==> src/rtl/core/fxalu_pkg.sv <==
// fxalu_pkg: shared types, constants and opcodes for the fixed-point ALU.
// No dependencies.
package fxalu_pkg;

  localparam int FRAC_BITS = 8;
  localparam int DW        = 32;
  // Divider: magnitude numerator is 32+FRAC_BITS bits wide, one quotient bit per cell.
  localparam int NUM_W     = DW + FRAC_BITS;
  localparam int NCELLS    = NUM_W;
  localparam int QW        = NUM_W + 1;

  typedef enum logic [3:0] {
    OP_ADD = 4'd0, OP_SUB = 4'd1, OP_MUL = 4'd2, OP_DIV = 4'd3,
    OP_GT  = 4'd4, OP_LT  = 4'd5, OP_GE  = 4'd6, OP_LE  = 4'd7,
    OP_EQ  = 4'd8, OP_NE  = 4'd9, OP_MIN = 4'd10, OP_MAX = 4'd11,
    OP_INC = 4'd12, OP_DEC = 4'd13, OP_TOINT = 4'd14, OP_FROMINT = 4'd15
  } opcode_t;

  typedef enum logic [1:0] {
    ST_OK = 2'd0, ST_SAT = 2'd1, ST_DIVZ = 2'd2
  } status_t;

  // Item travelling down the chain: preliminary result plus divider state.
  typedef struct packed {
    logic              vld;
    logic              is_div;
    logic              neg;
    logic [DW-1:0]     res;
    logic              cmp;
    status_t           status;
    logic [NUM_W-1:0]  num;   // numerator bits, consumed msb first
    logic [DW:0]       rem;   // partial remainder
    logic [DW-1:0]     den;   // divisor magnitude
    logic [NUM_W-1:0]  quo;   // quotient bits so far
  } slot_t;

  localparam logic signed [DW-1:0] S_MAX = {1'b0, {(DW-1){1'b1}}};
  localparam logic signed [DW-1:0] S_MIN = {1'b1, {(DW-1){1'b0}}};

endpackage

==> src/rtl/core/fxalu_cell.sv <==
// fxalu_cell: one restoring-division step per cell; other items pass through.
// Depends on fxalu_pkg.
module fxalu_cell (
  input  logic              clk,
  input  logic              rst_n,
  input  logic              en,
  input  fxalu_pkg::slot_t  slot_i,
  output fxalu_pkg::slot_t  slot_o
);
  import fxalu_pkg::*;

  slot_t         s_r, s_nxt;
  logic [DW:0]   trial;
  logic [DW+1:0] diff;

  always_comb begin
    s_nxt = slot_i;
    trial = {slot_i.rem[DW-1:0], slot_i.num[NUM_W-1]};
    diff  = {1'b0, trial} - {2'b0, slot_i.den};
    s_nxt.num = slot_i.num << 1;
    if (slot_i.is_div) begin
      if (!diff[DW+1]) begin
        s_nxt.rem = diff[DW:0];
        s_nxt.quo = {slot_i.quo[NUM_W-2:0], 1'b1};
      end else begin
        s_nxt.rem = trial;
        s_nxt.quo = {slot_i.quo[NUM_W-2:0], 1'b0};
      end
    end
  end

  always_ff @(posedge clk) begin
    if (!rst_n) begin
      s_r.vld <= 1'b0;
    end else if (en) begin
      s_r <= s_nxt;
    end
  end

  assign slot_o = s_r;

endmodule

==> config.mk <==
export PLATFORM = sky130hd
export DESIGN_NAME = fxalu_cell
export DESIGN_NICKNAME = d
export VERILOG_FILES = /design/src/rtl/core/fxalu_pkg.sv /design/src/rtl/core/fxalu_cell.sv
export SDC_FILE = /design/constraint.sdc
export NUM_CORES = 1
export LEC_CHECK = 0
export BUFFER_PORTS_ARGS = -buffer_cell sky130_fd_sc_hd__buf_2
export CAP_MARGIN = 30
export CORE_ASPECT_RATIO = 2
export CORE_MARGIN = 5
export CORE_UTILIZATION = 40
export DETAILED_ROUTE_END_ITERATION = 6
export MAX_ROUTING_LAYER = met4
export PLACE_DENSITY = 0.69
export SLEW_MARGIN = 20
export SYNTH_ARGS = -nofsm -noshare
export SYNTH_HDL_FRONTEND = slang
export SYNTH_SLANG_ARGS = --single-unit
==> constraint.sdc <==
create_clock -name clk -period 16.4 [get_ports clk]
set_input_delay 3.28 -clock clk [delete_from_list [all_inputs] [get_ports clk]]
set_output_delay 3.28 -clock clk [all_outputs]
set_load 0.01 [all_outputs]
==> results.md <==
* Outcome: complete, no violations
* Routed wire per std cell at around 20 um
* Sequential share of the synthesized area at 64.6%
* Post-CTS Hold Fix Bufs at 0
* Max reg flops at between 150 and 200
* Post-synth top area cell: edfxtp_1
* Clock sinks at 182
* Final RePlAce weighted congestion at 0.922
* FF-to-FF Start: slot_o[182]
* Critical path fanouts, max at between 40 and 50
* Layout net count at ~1200
* ANT nets after route at 0
* Worst hold slack at 0.534 ns
* Ranking of synthesized cells by area: edfxtp_1 (64%), mux2_2 (5.3%), ha_1 (4.7%)
* Number of synthesis warnings at 0
* Arrival time worst endpoint at around 6.5 ns
* Top cells by count, synth: edfxtp_1 (181), nand2_1 (72), nor2_1 (50)
* Clock tree from TritonCTS: done
* Clock latency on the worst-skew pair at 0.44 ns
* Req. time, crit path at 16.68 ns
* Period minus WS final at between 6 and 7 ns
* H-tree Lvls at 4
* Most frequent cell after synthesis: edfxtp_1
* WL final at between 20000 and 30000 um
* Reg-to-reg setup timing slack at 15.80 ns
* Vias per cell at just over 5
* FP Rows at 75
* Global-route usage over all layers at about a fifth
* DP HPWL at about 20000 um
* Layout cells sized above 1 at a little over two fifths
* FF-to-FF End: slot_o[182]
* Synth-to-layout area growth at 31.8%
* Unrepaired setup endpoints after global routing: false
* Fillers at approximately 1900
* Slew Limit Fails at 0
* Worst-path clk slew at ~0.080 ns
* Full die area at 24300 sq um
* Setup Total Neg Slack at 0 ns
* Synth async-reset ratio at 0%
* Worst Hold Class: reg -> reg
* Synth top area share at 64.4%
* Post-route cell area at 11100 sq um
* Via Count at approximately 6700
* DR iter-0 viols at just under 400
* Critical Path End Type: flip-flop
* Clk buf depth at 2
* Worst slew pin tran at 0.790 ns
* Layout Skew at 0 ns
* Post-CTS Setup Repair Bufs at 0
* Critical Path End: slot_o[104]
* Max Cap Viol at 0
* Root Buffer: clkbuf_16
* Period utilization at a little under two fifths
* Post-synthesis cell type count at 52
* Number of global-route vias before repair at around 6800
* R2R depth at 2
* Yosys reg bits at 182
* Startpoint types: input pin
* Post-Syn Area per Cell at 12.9 sq um
* Die Y-Extent at around 220 um
* Slew headroom at 47.4%
* PwrDens at just over 100 nW/um^2
* Starting Density at between 40% and 50%
* Post-synth EDFFs at approximately 180
* Leakage power at 4.87 nW
* Num ports at roughly 370
* DRT Pass-1 Iters at 5
* Num CTS Buffers at 17
* Prevailing post-synth register cell: edfxtp_1
* Fmax at roughly 0.16 GHz
* Post-CTS sizing at 0
* Mapped Cells at roughly 650
* Antenna violations before repair at 2
* VDD IR max at between 0.06 and 0.07 mV
* First-pass GRT wire length at 37800 um
* Final setup violation count at 0
* Post-Syn Area at between 8000 and 9000 sq um
* Crit path launch: slot_i[55]
* Area after DPL at approximately 11000 sq um
* Largest net degree at the start of global routing at 66
* Drt drc at 0
* Grt ovf at 0
* Final hold vios at 0
* Core Box Area at between 20000 and 25000 sq um
* I/O Buffers at between 300 and 400
* Net Count, Synth at slightly below 900
* Kind of critical path: in -> reg
* Die width at between 100 and 150 um
cells by family after synthesis:
logic type	synth area share, %
fa+ha+maj	4.98
simple gates	8.55
buf+inv	2.83
compound gates	10.8
xor+xnor	2.59
mux	5.57
flops	64.6
other cells	0.0444
worst max-delay path, stage by stage:
cell,delay (ns)
buf_2,0.08
inv_1,0.04
ha_1,0.41
nand4_1,0.17
or3_1,0.42
o22a_1,0.19
o21ai_1,0.11
o21ai_2,0.14
o21ai_4,0.15
buf_4,0.42
inv_2,0.32
or4_1,0.55
a31oi_1,0.18
final cells by class:
| type | instances | area (sq um) | share of cell area, % |
|---|---|---|---|
| antenna | 2 | 5.00 | 0.0450 |
| clock inverter | 14 | 131 | 1.18 |
| clock buffer | 18 | 429 | 3.86 |
| tap | 269 | 337 | 3.02 |
| timing repair buffer | 371 | 1870 | 16.8 |
| multi-input combinational | 408 | 2760 | 24.8 |
| sequential | 182 | 5460 | 49.0 |
| inverter | 39 | 146 | 1.32 |
how the worst min path moves through the flow:
stage                start           to  slack, ns  cells after the start
3_5_place_dp   slot_o[182]  slot_o[182]       0.51                      2
6_report       slot_o[182]  slot_o[182]       0.53                      2
5_1_grt        slot_o[182]  slot_o[182]       0.57                      2
3_3_place_gp   slot_o[182]  slot_o[182]       0.50                      2
2_1_floorplan  slot_o[182]  slot_o[182]       0.54                      2
4_1_cts        slot_o[182]  slot_o[182]       0.53                      2
where the power goes:
part           leakage, nW  total (mW)  internal, mW  switching, mW
Sequential            1.71       0.559         0.552        0.00759
Combinational         2.88       0.205        0.0851          0.120
Clock                0.276       0.393         0.201          0.192
per-stage QoR:
stage	total power, mW	std cells	worst slack, ns	utilization [%]
after detailed placement	0.775	1269	9.78	50.5
after global placement	0.771	1269	9.82	50.5
after global routing	1.21	1303	9.96	53.2
after floorplan	0.690	652	8.44	-
after CTS	1.17	1301	10.21	53.2
final	1.16	1303	10.20	53.2
metal layers:
metal  track usage, %  routed length [um]
met5                -                   0
met1             21.2                8970
met3             3.78                1510
met4             7.74                 590
met2             39.2               14300
cells in the final DEF (no fill, tap or decap), drive strengths merged, types with 7 or more instances in the layout:
| cell | netlist | layout |
|---|---|---|
| a21o | 19 | 19 |
| a21oi | 39 | 39 |
| a31oi | 26 | 26 |
| and3 | 7 | 7 |
| buf | 4 | 371 |
| clkbuf | 19 | 18 |
| edfxtp | 181 | 181 |
| ha | 32 | 32 |
| inv | 39 | 47 |
| mux2 | 40 | 40 |
| nand2 | 72 | 72 |
| nand3 | 9 | 9 |
| nor2 | 50 | 50 |
| o21ai | 23 | 23 |
| xnor2 | 14 | 14 |
| xor2 | 11 | 11 |
(Power assumes the default switching activity.)
