--- src/rtl/core/fxalu_pkg.sv ---
// fxalu_pkg: shared types, constants and opcodes for the fixed-point ALU.
// No dependencies.
package fxalu_pkg;

  localparam int FRAC_BITS = 8;
  localparam int DW        = 32;
  // Divider: magnitude numerator is 32+FRAC_BITS bits wide, one quotient bit per cell.
  localparam int NUM_W     = DW + FRAC_BITS;
  localparam int NCELLS    = NUM_W;
  localparam int QW        = NUM_W + 1;

  typedef enum logic [3:0] {
    OP_ADD = 4'd0, OP_SUB = 4'd1, OP_MUL = 4'd2, OP_DIV = 4'd3,
    OP_GT  = 4'd4, OP_LT  = 4'd5, OP_GE  = 4'd6, OP_LE  = 4'd7,
    OP_EQ  = 4'd8, OP_NE  = 4'd9, OP_MIN = 4'd10, OP_MAX = 4'd11,
    OP_INC = 4'd12, OP_DEC = 4'd13, OP_TOINT = 4'd14, OP_FROMINT = 4'd15
  } opcode_t;

  typedef enum logic [1:0] {
    ST_OK = 2'd0, ST_SAT = 2'd1, ST_DIVZ = 2'd2
  } status_t;

  // Item travelling down the chain: preliminary result plus divider state.
  typedef struct packed {
    logic              vld;
    logic              is_div;
    logic              neg;
    logic [DW-1:0]     res;
    logic              cmp;
    status_t           status;
    logic [NUM_W-1:0]  num;   // numerator bits, consumed msb first
    logic [DW:0]       rem;   // partial remainder
    logic [DW-1:0]     den;   // divisor magnitude
    logic [NUM_W-1:0]  quo;   // quotient bits so far
  } slot_t;

  localparam logic signed [DW-1:0] S_MAX = {1'b0, {(DW-1){1'b1}}};
  localparam logic signed [DW-1:0] S_MIN = {1'b1, {(DW-1){1'b0}}};

endpackage

--- src/rtl/core/fxalu_if.sv ---


interface fxalu_out_if;
  logic                    valid;
  logic                    ready;
  logic signed [31:0]      result;
  logic                    compare_true;
  logic [1:0]              status;
  modport source (output valid, result, compare_true, status, input ready);
  modport sink   (input valid, result, compare_true, status, output ready);
endinterface

--- src/rtl/core/fxalu_back.sv ---
// fxalu_back: divide rounding and saturation, output register.
// Depends on fxalu_pkg and fxalu_if.
module fxalu_back (
  input  logic                clk,
  input  logic                rst_n,
  input  fxalu_pkg::slot_t    slot_i,
  output logic                en,
  fxalu_out_if.source         out_ch
);
  import fxalu_pkg::*;

  logic          vld_r;
  logic [DW-1:0] res_r, res_nxt;
  logic          cmp_r;
  status_t       st_r, st_nxt;
  logic [QW-1:0] q;

  // Chain advances when the output register is empty or being drained.
  assign en = !vld_r || out_ch.ready;

  always_comb begin
    res_nxt = slot_i.res;
    st_nxt  = slot_i.status;
    // round: r >= den - r  <=>  2r >= den
    q = {1'b0, slot_i.quo} + QW'({slot_i.rem, 1'b0} >= {1'b0, slot_i.den});
    if (slot_i.is_div) begin
      if (!slot_i.neg && q > QW'(S_MAX)) begin
        res_nxt = S_MAX; st_nxt = ST_SAT;
      end else if (slot_i.neg && q > QW'(64'h8000_0000)) begin
        res_nxt = S_MIN; st_nxt = ST_SAT;
      end else begin
        res_nxt = slot_i.neg ? DW'(-q) : q[DW-1:0];
      end
    end
  end

  always_ff @(posedge clk) begin
    if (!rst_n) begin
      vld_r <= 1'b0;
    end else if (en) begin
      vld_r <= slot_i.vld;
      res_r <= res_nxt;
      cmp_r <= slot_i.cmp;
      st_r  <= st_nxt;
    end
  end

  assign out_ch.valid        = vld_r;
  assign out_ch.result       = res_r;
  assign out_ch.compare_true = cmp_r;
  assign out_ch.status       = st_r;

endmodule

--- src/flat_wrapper.sv ---
// flat-port wrapper written by rule: the top's interface ports become plain ports
module fxalu_back_flat import fxalu_pkg::*;
  (clk, rst_n, slot_i, en, out_ch_valid, out_ch_result, out_ch_compare_true, out_ch_status, out_ch_ready);
  fxalu_out_if out_ch_i ();
  input  logic clk;
  input  logic rst_n;
  input  fxalu_pkg::slot_t slot_i;
  output logic en;
  output wire logic [$bits(out_ch_i.valid)-1:0] out_ch_valid;
  output wire logic [$bits(out_ch_i.result)-1:0] out_ch_result;
  output wire logic [$bits(out_ch_i.compare_true)-1:0] out_ch_compare_true;
  output wire logic [$bits(out_ch_i.status)-1:0] out_ch_status;
  input wire logic [$bits(out_ch_i.ready)-1:0] out_ch_ready;
  assign out_ch_valid = out_ch_i.valid;
  assign out_ch_result = out_ch_i.result;
  assign out_ch_compare_true = out_ch_i.compare_true;
  assign out_ch_status = out_ch_i.status;
  assign out_ch_i.ready = out_ch_ready;
  fxalu_back u_core (.clk(clk), .rst_n(rst_n), .slot_i(slot_i), .en(en), .out_ch(out_ch_i));
endmodule
--- config.mk ---
export PLATFORM = sky130hd
export DESIGN_NAME = fxalu_back_flat
export DESIGN_NICKNAME = d
export VERILOG_FILES = /design/src/rtl/core/fxalu_pkg.sv /design/src/rtl/core/fxalu_if.sv /design/src/rtl/core/fxalu_back.sv /design/src/flat_wrapper.sv
export SDC_FILE = /design/constraint.sdc
export NUM_CORES = 1
export LEC_CHECK = 0
export ABC_AREA = 1
export BUFFER_PORTS_ARGS = -buffer_cell sky130_fd_sc_hd__buf_4
export CAP_MARGIN = 20
export CELL_PAD_IN_SITES_DETAIL_PLACEMENT = 0
export CELL_PAD_IN_SITES_GLOBAL_PLACEMENT = 2
export CORE_MARGIN = 2
export CORE_UTILIZATION = 25
export DETAILED_ROUTE_END_ITERATION = 12
export GPL_TIMING_DRIVEN = 0
export PLACE_DENSITY_LB_ADDON = 0.1
export SLEW_MARGIN = 10
export SYNTH_ARGS = -nofsm -noshare
export SYNTH_HDL_FRONTEND = slang
export SYNTH_SLANG_ARGS = --single-unit
--- constraint.sdc ---
create_clock -name clk -period 13.1 [get_ports clk]
set_input_delay 3.275 -clock clk [delete_from_list [all_inputs] [get_ports clk]]
set_output_delay 3.275 -clock clk [all_outputs]
set_load 0.005 [all_outputs]
==> results of run 1 <==
## kinds of logic (layout without fill, tap and decap cells)
| kind of cell | after synthesis | in the layout | share of synthesized area, % |
|---|---|---|---|
| compound gates | 62 | 62 | 6.95 |
| xor+xnor | 19 | 19 | 3.26 |
| fa+ha+maj | 35 | 35 | 8.57 |
| buf+inv | 128 | 317 | 9.99 |
| simple gates | 595 | 595 | 50.3 |
| flops | 36 | 36 | 21.0 |
## through the flow
stage	total power, uW	hold WS (ns)	instances	cell area (sq um)	util, %
floorplan	221	0.509	875	5110	-
global placement	295	0.504	1325	6800	33.7
detailed placement	296	0.542	1326	6840	33.9
CTS	410	0.550	1334	6970	34.6
global route	433	0.577	1334	6970	34.6
finish	404	0.540	1334	6970	34.6
## flip-flops by register name, indices dropped and copies added, names as in the netlist
signal and count:
u_core.out_ch.result 32, u_core.out_ch.status 2, u_core.out_ch.compare_true 1, u_core.out_ch.valid 1
## metal layers
layer / global-route usage [%] / share of wire [%] / vias to the layer above
li1: - / - / 3144
met5: 0 / 0 / -
met3: 1.99 / 4.6 / 6
met2: 27.8 / 44 / 123
met4: 2.69 / 0.46 / 0
met1: 23.1 / 50 / 2408
## final timing paths
check | from | to | slack, ns | cells past startpoint
worst max-delay path | slot_i[88] | u_core.out_ch.result[12] | 5.70 | 29
worst min-delay path | u_core.out_ch.valid | u_core.out_ch.valid | 0.54 | 2
worst max register to register | u_core.out_ch.valid | u_core.out_ch.result[29] | 11.70 | 2
worst min register to register | u_core.out_ch.valid | u_core.out_ch.valid | 0.54 | 2
## cells in the mapped netlist, types with 2 or more instances
cell type / instances
sky130_fd_sc_hd__a21o_1: 2
sky130_fd_sc_hd__nor2_1: 180
sky130_fd_sc_hd__clkbuf_1: 6
sky130_fd_sc_hd__clkinv_1: 4
sky130_fd_sc_hd__o21ai_1: 2
sky130_fd_sc_hd__nand3_1: 73
sky130_fd_sc_hd__nor2_4: 9
sky130_fd_sc_hd__edfxtp_1: 35
sky130_fd_sc_hd__buf_1: 2
sky130_fd_sc_hd__o21ai_0: 12
sky130_fd_sc_hd__nand2_4: 3
sky130_fd_sc_hd__ha_1: 35
sky130_fd_sc_hd__nor2_2: 12
sky130_fd_sc_hd__nand4_1: 9
sky130_fd_sc_hd__nor4_1: 2
sky130_fd_sc_hd__nor3_1: 3
sky130_fd_sc_hd__nand3b_1: 6
sky130_fd_sc_hd__or2_2: 3
sky130_fd_sc_hd__a211oi_1: 2
sky130_fd_sc_hd__nand2_2: 14
sky130_fd_sc_hd__nand2_1: 277
sky130_fd_sc_hd__xnor2_1: 5
sky130_fd_sc_hd__a21oi_1: 35
sky130_fd_sc_hd__xor2_1: 14
sky130_fd_sc_hd__inv_2: 5
sky130_fd_sc_hd__buf_6: 2
sky130_fd_sc_hd__o21bai_1: 3
sky130_fd_sc_hd__inv_1: 107
## report_power, final
part | total, uW | internal, uW | switching [uW]
Combinational | 153 | 70.8 | 81.9
Sequential | 139 | 137 | 2.17
Clock | 112 | 69.9 | 41.9
## critical path: cells and delay by family
kind                       cells  cell delay, ns
AOI/OAI and AO/OA              1            0.17
buffers and inverters          4            0.40
and+or+nand+nor               21            2.72
adders and majority gates      3            0.84
## final cells by class
| cell class | instances | share of cell area (%) |
|---|---|---|
| Tap cell | 270 | 4.84 |
| Clock buffer | 7 | 1.90 |
| Multi-Input combinational cell | 711 | 50.8 |
| Inverter | 116 | 6.24 |
| Timing Repair Buffer | 181 | 19.8 |
| Buffer | 12 | 1.08 |
| Clock inverter | 1 | 0.0538 |
| Sequential cell | 36 | 15.4 |
==> metrics.txt, run 1 <==
# TYPE chip_impl_metric gauge
chip_impl_metric{name="clk-insertion-delay-late",unit="ns"} 0.28
chip_impl_metric{name="postSynthRegisterBits",unit=""} 36
chip_impl_metric{name="power_leakage",unit="uW"} 0.00349
chip_impl_metric{name="syn-mean-instance-area",unit="sq um"} 5.84
chip_impl_metric{name="clk_path_buf_depth",unit=""} 2
chip_impl_metric{name="timing.final.crit_period",unit="ns"} 7.40
chip_impl_metric{name="design.core.area",unit="sq mm"} 0.0202
chip_impl_metric{name="critical_path_required",unit="ns"} 13.13
chip_impl_metric{name="numCtsBuffers",unit=""} 5
chip_impl_metric{name="slew_violations",unit=""} 0
chip_impl_metric{name="fp.dieW",unit="microns"} 147
chip_impl_metric{name="synth_cell_type_count",unit=""} 41
chip_impl_metric{name="numClockSinks",unit=""} 36
chip_impl_metric{name="drt-initial-drc-count",unit=""} 262
chip_impl_metric{name="fp.dieArea",unit="sq mm"} 0.0216
chip_impl_metric{name="synth.yosys.seq_area_share",unit="%"} 21.0
chip_impl_metric{name="asyncSetResetFlopFracSynth",unit="%"} 0
chip_impl_metric{name="floorplan.rows",unit=""} 52
chip_impl_metric{name="initial_utilization",unit="%"} 25.3
chip_impl_info{name="hold_path_class",value="reg -> reg"} 1
chip_impl_metric{name="cts.reportedPaths.clkPinSlew",unit="ns"} 0.05
chip_impl_metric{name="dpl.hpwl",unit="microns"} 15800
chip_impl_info{name="post-synth-top-area-cell",value="sky130_fd_sc_hd__edfxtp_1"} 1
chip_impl_metric{name="final_layout_size_suffix_gt1_share",unit="%"} 22.6
chip_impl_metric{name="ctsHoldBuffers",unit=""} 0
chip_impl_info{name="critical-path-top-cell-by-count",value="sky130_fd_sc_hd__nand2_1"} 1
chip_impl_metric{name="design.final.nets",unit=""} 1284
chip_impl_info{name="criticalPathCategory",value="in -> reg"} 1
chip_impl_metric{name="io_pins",unit=""} 223
chip_impl_info{name="netlist_top_cells_area",value="sky130_fd_sc_hd__edfxtp_1, sky130_fd_sc_hd__nand2_1, sky130_fd_sc_hd__nor2_1"} 1
chip_impl_info{name="mostFrequentLayoutCells",value="sky130_fd_sc_hd__nand2_1, sky130_fd_sc_hd__buf_4, sky130_fd_sc_hd__nor2_1, sky130_fd_sc_hd__inv_1, sky130_fd_sc_hd__nand3_1"} 1
chip_impl_metric{name="min_period_over_period",unit="%"} 56.5
chip_impl_metric{name="htree_levels",unit=""} 2
chip_impl_metric{name="place_ws",unit="ns"} 5.34
chip_impl_metric{name="drt_pass1_iterations",unit=""} 6
chip_impl_metric{name="flow.area_growth_from_synthesis",unit="%"} 36.5
chip_impl_metric{name="synth-edff-count",unit=""} 35
chip_impl_metric{name="die_y",unit="microns"} 147
chip_impl_metric{name="timing_worst_slew_pin_value",unit="ns"} 0.599
chip_impl_metric{name="drt.antenna.violating_nets",unit=""} 0
chip_impl_metric{name="cp.arrival",unit="ns"} 7.43
chip_impl_info{name="worst_setup_path_end_kind",value="flop"} 1
chip_impl_metric{name="detail_route.vias_per_cell",unit=""} 4.26
chip_impl_metric{name="place.port_buffers",unit=""} 180
chip_impl_metric{name="fillerInstances",unit=""} 2329
chip_impl_metric{name="netlist.area_leader.share",unit="%"} 20.6
chip_impl_metric{name="ctsResizeCount",unit=""} 0
chip_impl_metric{name="finClkSkew",unit="ns"} 0.00298
chip_impl_info{name="startpoint_type",value="input port"} 1
chip_impl_metric{name="largest_net_degree_at_the_start_of_global_routing",unit=""} 21
chip_impl_info{name="ys_dominant_reg_cell",value="sky130_fd_sc_hd__edfxtp_1"} 1
chip_impl_metric{name="timing.setup.tns",unit="ns"} 0
chip_impl_metric{name="synth-warning-count",unit=""} 0
chip_impl_metric{name="globalRoute.totalOverflow",unit=""} 0
chip_impl_metric{name="overall_fraction_of_global_route_tracks_in_use",unit="%"} 16.5
chip_impl_metric{name="final.setup.worst_slack",unit="ns"} 5.70
chip_impl_metric{name="post-route-drc-count",unit=""} 0
chip_impl_metric{name="wire_per_inst",unit="microns"} 13.3
chip_impl_info{name="status",value="finished, final reports clean"} 1
chip_impl_metric{name="post_synth_inst_count",unit=""} 875
chip_impl_metric{name="antenna-diode-count",unit=""} 0
chip_impl_metric{name="dr_total_vias",unit=""} 5681
chip_impl_info{name="cts-root-buf",value="sky130_fd_sc_hd__clkbuf_16"} 1
chip_impl_metric{name="slew_headroom",unit="%"} 60.0
chip_impl_info{name="rsz0062_at_grt",value="false"} 1
chip_impl_metric{name="critical-path-max-stage-delay",unit="ns"} 0.34
chip_impl_metric{name="vdd_drop_max",unit="mV"} 0.0468
chip_impl_metric{name="grt_antenna_before_repair",unit=""} 0
chip_impl_info{name="critical_path.slowest_cell",value="sky130_fd_sc_hd__or3_1"} 1
chip_impl_metric{name="synth.net_count",unit=""} 1096
chip_impl_metric{name="area_of_the_multi_input_gates",unit="sq mm"} 0.00354
chip_impl_metric{name="layout.area.seq",unit="sq mm"} 0.00107
chip_impl_metric{name="syn-cell-area",unit="sq mm"} 0.00511
chip_impl_metric{name="worstPathMaxFanout",unit=""} 10
chip_impl_metric{name="finalHoldViolations",unit=""} 0
chip_impl_metric{name="grt_first_pass_wirelength",unit="microns"} 28500
chip_impl_metric{name="routabilityCongestion",unit=""} 0.819
chip_impl_metric{name="wl",unit="microns"} 17700
chip_impl_metric{name="achievable-frequency",unit="GHz"} 0.135
chip_impl_info{name="tritoncts",value="built"} 1
chip_impl_info{name="mostFrequentLayoutCell",value="sky130_fd_sc_hd__nand2_1"} 1
chip_impl_metric{name="report.final.setup_viol",unit=""} 0
chip_impl_metric{name="setup_fix_bufs_post_cts",unit=""} 0
chip_impl_metric{name="first_global_vias",unit=""} 5656
chip_impl_metric{name="drv.max_cap_violation_count",unit=""} 0
chip_impl_metric{name="power-per-cell-area",unit="mW/mm^2"} 57.9
(Power assumes the default switching activity.)
==> run 2: changes to the inputs <==
--- a/config.mk
+++ b/config.mk
@@ -11,7 +11,7 @@
 export CELL_PAD_IN_SITES_DETAIL_PLACEMENT = 0
 export CELL_PAD_IN_SITES_GLOBAL_PLACEMENT = 2
 export CORE_MARGIN = 2
-export CORE_UTILIZATION = 25
+export CORE_UTILIZATION = 21
 export DETAILED_ROUTE_END_ITERATION = 12
 export GPL_TIMING_DRIVEN = 0
 export PLACE_DENSITY_LB_ADDON = 0.1
==> constraint.sdc (replaced) <==
create_clock -name clk -period 6.3 [get_ports clk]
set_input_delay 1.575 -clock clk [delete_from_list [all_inputs] [get_ports clk]]
set_output_delay 1.575 -clock clk [all_outputs]
set_load 0.005 [all_outputs]
==> metrics.txt, run 2 (synthesis results as in run 1) <==
# TYPE chip_impl_metric gauge
chip_impl_metric{name="final_layout_size_suffix_gt1_share",unit="%"} 22.8
chip_impl_metric{name="report.final.setup_viol",unit=""} 0
chip_impl_metric{name="slew_headroom",unit="%"} 58.0
chip_impl_metric{name="min_period_over_period",unit="%"} 89.3
chip_impl_info{name="startpoint_type",value="input port"} 1
chip_impl_metric{name="vdd_drop_max",unit="mV"} 0.129
chip_impl_metric{name="numCtsBuffers",unit=""} 5
chip_impl_metric{name="final.setup.worst_slack",unit="ns"} 0.676
chip_impl_metric{name="power_leakage",unit="uW"} 0.00349
chip_impl_metric{name="finClkSkew",unit="ns"} 0.00236
chip_impl_info{name="rsz0062_at_grt",value="false"} 1
chip_impl_info{name="status",value="finished, final reports clean"} 1
chip_impl_metric{name="overall_fraction_of_global_route_tracks_in_use",unit="%"} 14.9
chip_impl_metric{name="initial_utilization",unit="%"} 21.2
chip_impl_metric{name="grt_first_pass_wirelength",unit="microns"} 30400
chip_impl_metric{name="wl",unit="microns"} 19000
chip_impl_metric{name="path_depth",unit=""} 29
chip_impl_metric{name="post-route-drc-count",unit=""} 0
chip_impl_metric{name="largest_net_degree_at_the_start_of_global_routing",unit=""} 21
chip_impl_metric{name="cp.buffers_inverters",unit=""} 4
chip_impl_metric{name="first_global_vias",unit=""} 5804
chip_impl_metric{name="r2r.worst_path.cells",unit=""} 2
chip_impl_metric{name="critical_path_required",unit="ns"} 6.33
chip_impl_info{name="hold_start",value="u_core.out_ch.valid"} 1
chip_impl_metric{name="met1_usage",unit="%"} 20.9
chip_impl_info{name="r2r_start",value="u_core.out_ch.valid"} 1
chip_impl_metric{name="fp.dieArea",unit="sq mm"} 0.0256
chip_impl_info{name="cts-root-buf",value="sky130_fd_sc_hd__clkbuf_16"} 1
chip_impl_metric{name="design.final.nets",unit=""} 1284
chip_impl_metric{name="ctsResizeCount",unit=""} 0
chip_impl_metric{name="ctsHoldBuffers",unit=""} 0
chip_impl_metric{name="cp.arrival",unit="ns"} 5.66
chip_impl_metric{name="globalRouteMet2Util",unit="%"} 24.8
chip_impl_metric{name="antenna-diode-count",unit=""} 0
chip_impl_info{name="tritoncts",value="built"} 1
chip_impl_info{name="startpoint",value="slot_i[88]"} 1
chip_impl_metric{name="timing_worst_slew_pin_value",unit="ns"} 0.630
chip_impl_metric{name="grt_met3_usage",unit="%"} 1.53
chip_impl_metric{name="globalRoute.totalOverflow",unit=""} 0
chip_impl_metric{name="dr_total_vias",unit=""} 5711
chip_impl_info{name="critical_path.slowest_cell",value="sky130_fd_sc_hd__or3_1"} 1
chip_impl_metric{name="worstPathMaxFanout",unit=""} 10
chip_impl_metric{name="die_y",unit="microns"} 160
chip_impl_metric{name="detail_route.vias_per_cell",unit=""} 4.12
chip_impl_metric{name="timing.final.crit_period",unit="ns"} 5.62
chip_impl_metric{name="setup_fix_bufs_post_cts",unit=""} 0
chip_impl_metric{name="drt_pass1_iterations",unit=""} 4
chip_impl_info{name="mostFrequentLayoutCell",value="sky130_fd_sc_hd__nand2_1"} 1
chip_impl_metric{name="cts.reportedPaths.clkPinSlew",unit="ns"} 0.05
chip_impl_metric{name="drt.antenna.violating_nets",unit=""} 0
chip_impl_metric{name="critical-path-max-stage-delay",unit="ns"} 0.36
chip_impl_metric{name="flow.area_growth_from_synthesis",unit="%"} 37.9
chip_impl_info{name="critical-path-top-cell-by-count",value="sky130_fd_sc_hd__nand2_1"} 1
chip_impl_metric{name="htree_levels",unit=""} 2
chip_impl_metric{name="wire_per_inst",unit="microns"} 13.7
chip_impl_metric{name="power-per-cell-area",unit="mW/mm^2"} 119
chip_impl_metric{name="drv.max_cap_violation_count",unit=""} 0
chip_impl_info{name="criticalPathCategory",value="in -> reg"} 1
chip_impl_metric{name="achievable-frequency",unit="GHz"} 0.178
chip_impl_metric{name="grt_antenna_before_repair",unit=""} 0
chip_impl_metric{name="finalHoldViolations",unit=""} 0
chip_impl_metric{name="place.port_buffers",unit=""} 180
chip_impl_info{name="hold_path_class",value="reg -> reg"} 1
chip_impl_metric{name="io_pins",unit=""} 223
chip_impl_metric{name="timing.setup.tns",unit="ns"} 0
chip_impl_metric{name="largest_register_ffs",unit=""} 32
chip_impl_metric{name="place_ws",unit="ns"} 0.190
chip_impl_metric{name="min_path_cells",unit=""} 2
chip_impl_metric{name="fp.dieW",unit="microns"} 160
chip_impl_metric{name="fin_total_pwr",unit="uW"} 841
chip_impl_metric{name="routabilityCongestion",unit=""} 0.786
chip_impl_metric{name="drt-initial-drc-count",unit=""} 247
chip_impl_info{name="worst_setup_path_end_kind",value="flop"} 1
chip_impl_metric{name="hold_ws",unit="ns"} 0.552
chip_impl_metric{name="numClockSinks",unit=""} 36
chip_impl_info{name="timing.critical_path.max_delay_family",value="simple AND/OR/NAND/NOR gates"} 1
chip_impl_metric{name="dpl.hpwl",unit="microns"} 17000
chip_impl_metric{name="clk_path_buf_depth",unit=""} 2
chip_impl_metric{name="design.core.area",unit="sq mm"} 0.0241
chip_impl_metric{name="slew_violations",unit=""} 0
chip_impl_metric{name="floorplan.rows",unit=""} 57
chip_impl_info{name="mostFrequentLayoutCells",value="sky130_fd_sc_hd__nand2_1, sky130_fd_sc_hd__buf_4, sky130_fd_sc_hd__nor2_1, sky130_fd_sc_hd__inv_1, sky130_fd_sc_hd__nand3_1"} 1
chip_impl_info{name="gr-max-usage-layer",value="met2"} 1
chip_impl_metric{name="clk-insertion-delay-late",unit="ns"} 0.28
-- run 2: cell count changes in the layout (fill, tap and decap cells not counted) --
cell / previous run / this run
sky130_fd_sc_hd__clkbuf_1: 8 / 7
sky130_fd_sc_hd__clkinv_1: 5 / 4
sky130_fd_sc_hd__clkinv_2: 0 / 1
sky130_fd_sc_hd__nor4_1: 2 / 1
sky130_fd_sc_hd__nor4_2: 0 / 1
-- run 2: final timing paths --
check	to	slack, ns
max	u_core.out_ch.result[11]	0.68
min	u_core.out_ch.valid	0.55
max reg2reg	u_core.out_ch.result[29]	4.92
min reg2reg	u_core.out_ch.valid	0.55
-- run 2: final cells by class --
type / instances / area [sq um]
plain buffers: 12 / 75.1
clock buffers: 6 / 129
clock inverters: 1 / 5.00
fillers: 2840 / 17100
inverters: 116 / 435
multi-input cells: 711 / 3550
flip-flops and latches: 36 / 1070
well taps: 324 / 405
repair buffers: 181 / 1380
-- run 2: routing by layer --
| layer | vias to the layer above | wire length, microns |
|---|---|---|
| met3 | 10 | 778 |
| met1 | 2429 | 9570 |
| met4 | 0 | 146 |
| met5 | - | 0 |
| met2 | 137 | 8510 |
| li1 | 3135 | - |
-- run 2: per-stage QoR --
step	instances	cell area [sq um]	util, %
final	1387	7050	29.2
after global routing	1387	7050	29.2
after CTS	1387	7040	29.2
after detailed placement	1380	6910	28.6
after global placement	1379	6870	28.5
after floorplan	875	5110	-
-- run 2: power by group --
part           internal (uW)  switching (uW)
logic                    147             175
registers                285            4.28
clock network            143            86.9
total                    575             266
-- run 2: tightest hold or removal path: stages (launching register included) --
cell                      delay (ns)
sky130_fd_sc_hd__dfxtp_1        0.34
sky130_fd_sc_hd__nand2_1        0.10
sky130_fd_sc_hd__a21oi_1        0.06
==> run 3: changes to the inputs <==
--- a/config.mk
+++ b/config.mk
@@ -5,13 +5,12 @@
 export SDC_FILE = /design/constraint.sdc
 export NUM_CORES = 1
 export LEC_CHECK = 0
-export ABC_AREA = 1
 export BUFFER_PORTS_ARGS = -buffer_cell sky130_fd_sc_hd__buf_4
 export CAP_MARGIN = 20
 export CELL_PAD_IN_SITES_DETAIL_PLACEMENT = 0
 export CELL_PAD_IN_SITES_GLOBAL_PLACEMENT = 2
 export CORE_MARGIN = 2
-export CORE_UTILIZATION = 21
+export CORE_UTILIZATION = 23
 export DETAILED_ROUTE_END_ITERATION = 12
 export GPL_TIMING_DRIVEN = 0
 export PLACE_DENSITY_LB_ADDON = 0.1
==> metrics.txt, run 3 <==
# TYPE chip_impl_metric gauge
chip_impl_metric{name="dpl.hpwl",unit="microns"} 15800
chip_impl_metric{name="die_y",unit="microns"} 149
chip_impl_metric{name="timing.final.crit_period",unit="ns"} 6.09
chip_impl_metric{name="postSynthRegisterBits",unit=""} 36
chip_impl_info{name="startpoint",value="slot_i[47]"} 1
chip_impl_metric{name="achievable-frequency",unit="GHz"} 0.164
chip_impl_metric{name="place_inst",unit=""} 1077
chip_impl_metric{name="place.port_buffers",unit=""} 175
chip_impl_metric{name="min_period_over_period",unit="%"} 96.7
chip_impl_info{name="worst_setup_path_end_kind",value="flop"} 1
chip_impl_metric{name="synth-warning-count",unit=""} 0
chip_impl_metric{name="largest_net_degree_at_the_start_of_global_routing",unit=""} 36
chip_impl_info{name="ys_dominant_reg_cell",value="sky130_fd_sc_hd__edfxtp_1"} 1
chip_impl_metric{name="numCtsBuffers",unit=""} 5
chip_impl_metric{name="flow.area_growth_from_synthesis",unit="%"} 44.7
chip_impl_metric{name="drt-initial-drc-count",unit=""} 257
chip_impl_metric{name="finalHoldViolations",unit=""} 0
chip_impl_info{name="critical-path-top-cell-by-count",value="sky130_fd_sc_hd__a21o_1"} 1
chip_impl_info{name="rsz0062_at_grt",value="true"} 1
chip_impl_metric{name="final_cells",unit=""} 1095
chip_impl_metric{name="drt.antenna.violating_nets",unit=""} 0
chip_impl_metric{name="synth.yosys.seq_area_share",unit="%"} 22.1
chip_impl_info{name="tritoncts",value="built"} 1
chip_impl_info{name="hold_path_class",value="reg -> reg"} 1
chip_impl_metric{name="final_layout_size_suffix_gt1_share",unit="%"} 34.0
chip_impl_metric{name="grt_antenna_before_repair",unit=""} 0
chip_impl_info{name="cts-root-buf",value="sky130_fd_sc_hd__clkbuf_16"} 1
chip_impl_metric{name="drv.max_cap_violation_count",unit=""} 0
chip_impl_metric{name="cp.arrival",unit="ns"} 6.23
chip_impl_metric{name="finClkSkew",unit="ns"} 0.00665
chip_impl_info{name="status",value="finished, final reports clean"} 1
chip_impl_metric{name="critical-path-max-stage-delay",unit="ns"} 0.43
chip_impl_info{name="yosys.cell_count.top_type",value="sky130_fd_sc_hd__nand2_1"} 1
chip_impl_metric{name="synth_cell_type_count",unit=""} 73
chip_impl_info{name="mostFrequentLayoutCells",value="sky130_fd_sc_hd__buf_4, sky130_fd_sc_hd__nand2_1, sky130_fd_sc_hd__nor2_1, sky130_fd_sc_hd__a21oi_1, sky130_fd_sc_hd__inv_1"} 1
chip_impl_metric{name="drt_pass1_iterations",unit=""} 4
chip_impl_metric{name="design.final.nets",unit=""} 1040
chip_impl_metric{name="detail_route.vias_per_cell",unit=""} 4.98
chip_impl_metric{name="fp.dieW",unit="microns"} 149
chip_impl_metric{name="critical_path_required",unit="ns"} 6.43
chip_impl_metric{name="design.core.area",unit="sq mm"} 0.0208
chip_impl_info{name="mostFrequentLayoutCell",value="sky130_fd_sc_hd__buf_4"} 1
chip_impl_info{name="startpoint_type",value="input port"} 1
chip_impl_metric{name="overall_fraction_of_global_route_tracks_in_use",unit="%"} 16.6
chip_impl_metric{name="clk_path_buf_depth",unit=""} 2
chip_impl_metric{name="clk-insertion-delay-late",unit="ns"} 0.28
chip_impl_info{name="critical_path.slowest_cell",value="sky130_fd_sc_hd__or3_4"} 1
chip_impl_metric{name="largest_register_ffs",unit=""} 32
chip_impl_metric{name="fp.dieArea",unit="sq mm"} 0.0223
chip_impl_metric{name="post_synth_inst_count",unit=""} 627
chip_impl_metric{name="power_leakage",unit="uW"} 0.00286
chip_impl_metric{name="syn-cell-area",unit="sq mm"} 0.00485
chip_impl_metric{name="worstPathMaxFanout",unit=""} 10
chip_impl_metric{name="io_pins",unit=""} 223
chip_impl_metric{name="place_ws",unit="ns"} -0.969
chip_impl_metric{name="floorplan.rows",unit=""} 53
chip_impl_info{name="hold_start",value="u_core.out_ch.valid"} 1
chip_impl_info{name="criticalPathCategory",value="in -> reg"} 1
chip_impl_metric{name="cts.reportedPaths.clkPinSlew",unit="ns"} 0.06
chip_impl_info{name="r2r_start",value="u_core.out_ch.valid"} 1
chip_impl_metric{name="htree_levels",unit=""} 2
chip_impl_metric{name="report.final.setup_viol",unit=""} 0
chip_impl_metric{name="final.setup.worst_slack",unit="ns"} 0.207
chip_impl_info{name="ys_top_cells_by_count",value="sky130_fd_sc_hd__nand2_1, sky130_fd_sc_hd__nor2_1, sky130_fd_sc_hd__a21oi_1"} 1
chip_impl_metric{name="globalRoute.totalOverflow",unit=""} 0
chip_impl_metric{name="synth.net_count",unit=""} 848
chip_impl_metric{name="synth-edff-count",unit=""} 35
chip_impl_metric{name="dr_total_vias",unit=""} 5451
chip_impl_metric{name="syn-mean-instance-area",unit="sq um"} 7.73
chip_impl_metric{name="slew_headroom",unit="%"} 43.6
chip_impl_metric{name="routabilityCongestion",unit=""} 0.790
chip_impl_info{name="post-synth-top-area-cell",value="sky130_fd_sc_hd__edfxtp_1"} 1
chip_impl_metric{name="wl",unit="microns"} 19100
chip_impl_metric{name="vdd_drop_max",unit="mV"} 0.106
chip_impl_metric{name="power-per-cell-area",unit="mW/mm^2"} 124
chip_impl_metric{name="utilization",unit="%"} 33.7
chip_impl_metric{name="netlist.area_leader.share",unit="%"} 21.7
chip_impl_metric{name="initial_utilization",unit="%"} 23.3
chip_impl_metric{name="ctsHoldBuffers",unit=""} 0
chip_impl_metric{name="asyncSetResetFlopFracSynth",unit="%"} 0
chip_impl_info{name="netlist_top_cells_area",value="sky130_fd_sc_hd__edfxtp_1, sky130_fd_sc_hd__ha_1, sky130_fd_sc_hd__xnor2_1"} 1
chip_impl_metric{name="wire_per_inst",unit="microns"} 17.5
chip_impl_metric{name="first_global_vias",unit=""} 5519
chip_impl_metric{name="post-route-drc-count",unit=""} 0
chip_impl_metric{name="numClockSinks",unit=""} 36
chip_impl_metric{name="slew_violations",unit=""} 0
chip_impl_metric{name="timing_worst_slew_pin_value",unit="ns"} 0.846
chip_impl_metric{name="grt_first_pass_wirelength",unit="microns"} 29100
chip_impl_metric{name="antenna-diode-count",unit=""} 0
==> run 3: logic make-up (layout without fill, tap and decap cells) <==
family	after synthesis	in the layout	share of synthesized area, %
AOI/OAI and AO/OA	149	149	20.5
muxes	2	2	0.413
xor gates and xnor gates	60	60	10.8
adders and majority gates	35	35	9.03
buffers and inverters	77	270	6.99
DFF	36	36	22.1
and+or+nand+nor	268	268	30.1
==> run 3: final timing paths <==
kind	to	slack [ns]	depth (start not counted)
max	u_core.out_ch.result[19]	0.21	26
min	u_core.out_ch.valid	0.55	2
max reg2reg	u_core.out_ch.result[12]	4.77	2
min reg2reg	u_core.out_ch.valid	0.55	2
==> run 3: per-layer routing <==
metal	track usage (%)	part of all wire (%)	routed length [microns]	up-vias
li1	-	-	-	2696
met1	20.7	43	8280	2589
met2	29.7	50	9580	142
met3	3.24	5.1	980	24
met4	3.81	1.6	304	0
met5	0	0	0	-
==> run 3: power by group <==
group	internal, uW	leakage [uW]	switching, uW
clock	146	0.0000736	97.5
sequential	285	0.000338	4.78
combinational	166	0.00245	174
total	596	0.00286	277
==> run 3: worst max-delay path, delay by kind of cell <==
kind                     cells  cell delay, ns
adder cells (fa/ha/maj)      4            0.86
AND/OR/NAND/NOR              5            1.39
AO/OA/AOI/OAI               12            1.97
buffers and inverters        5            0.46
==> run 3: cell type report <==
cell class                      instances  area, sq um
Buffer                                 34          191
Sequential cell                        36         1070
Inverter                               41          154
Fill cell                            2298        13800
Clock inverter                          3         18.8
Tap cell                              275          344
Timing Repair Buffer                  187         1430
Multi-Input combinational cell        514         3680
Clock buffer                            5          125
==> run 3: repair_timing <==
action	in CTS	in global routing
setup endpoints to repair	34	34
pin swaps	9	10
gates resized for setup	32	23
buffers inserted	7	5
==> run 3: metrics by stage <==
step / power, uW / TNS (ns) / cell area, sq um / hold WS (ns)
after floorplan: 458 / 0 / 4850 / 0.537
after global placement: 617 / -33.50 / 6510 / 0.515
after detailed placement: 619 / -31.38 / 6510 / 0.550
after CTS: 878 / 0 / 6880 / 0.561
after global routing: 930 / -0.333 / 7020 / 0.596
final: 873 / 0 / 7020 / 0.551
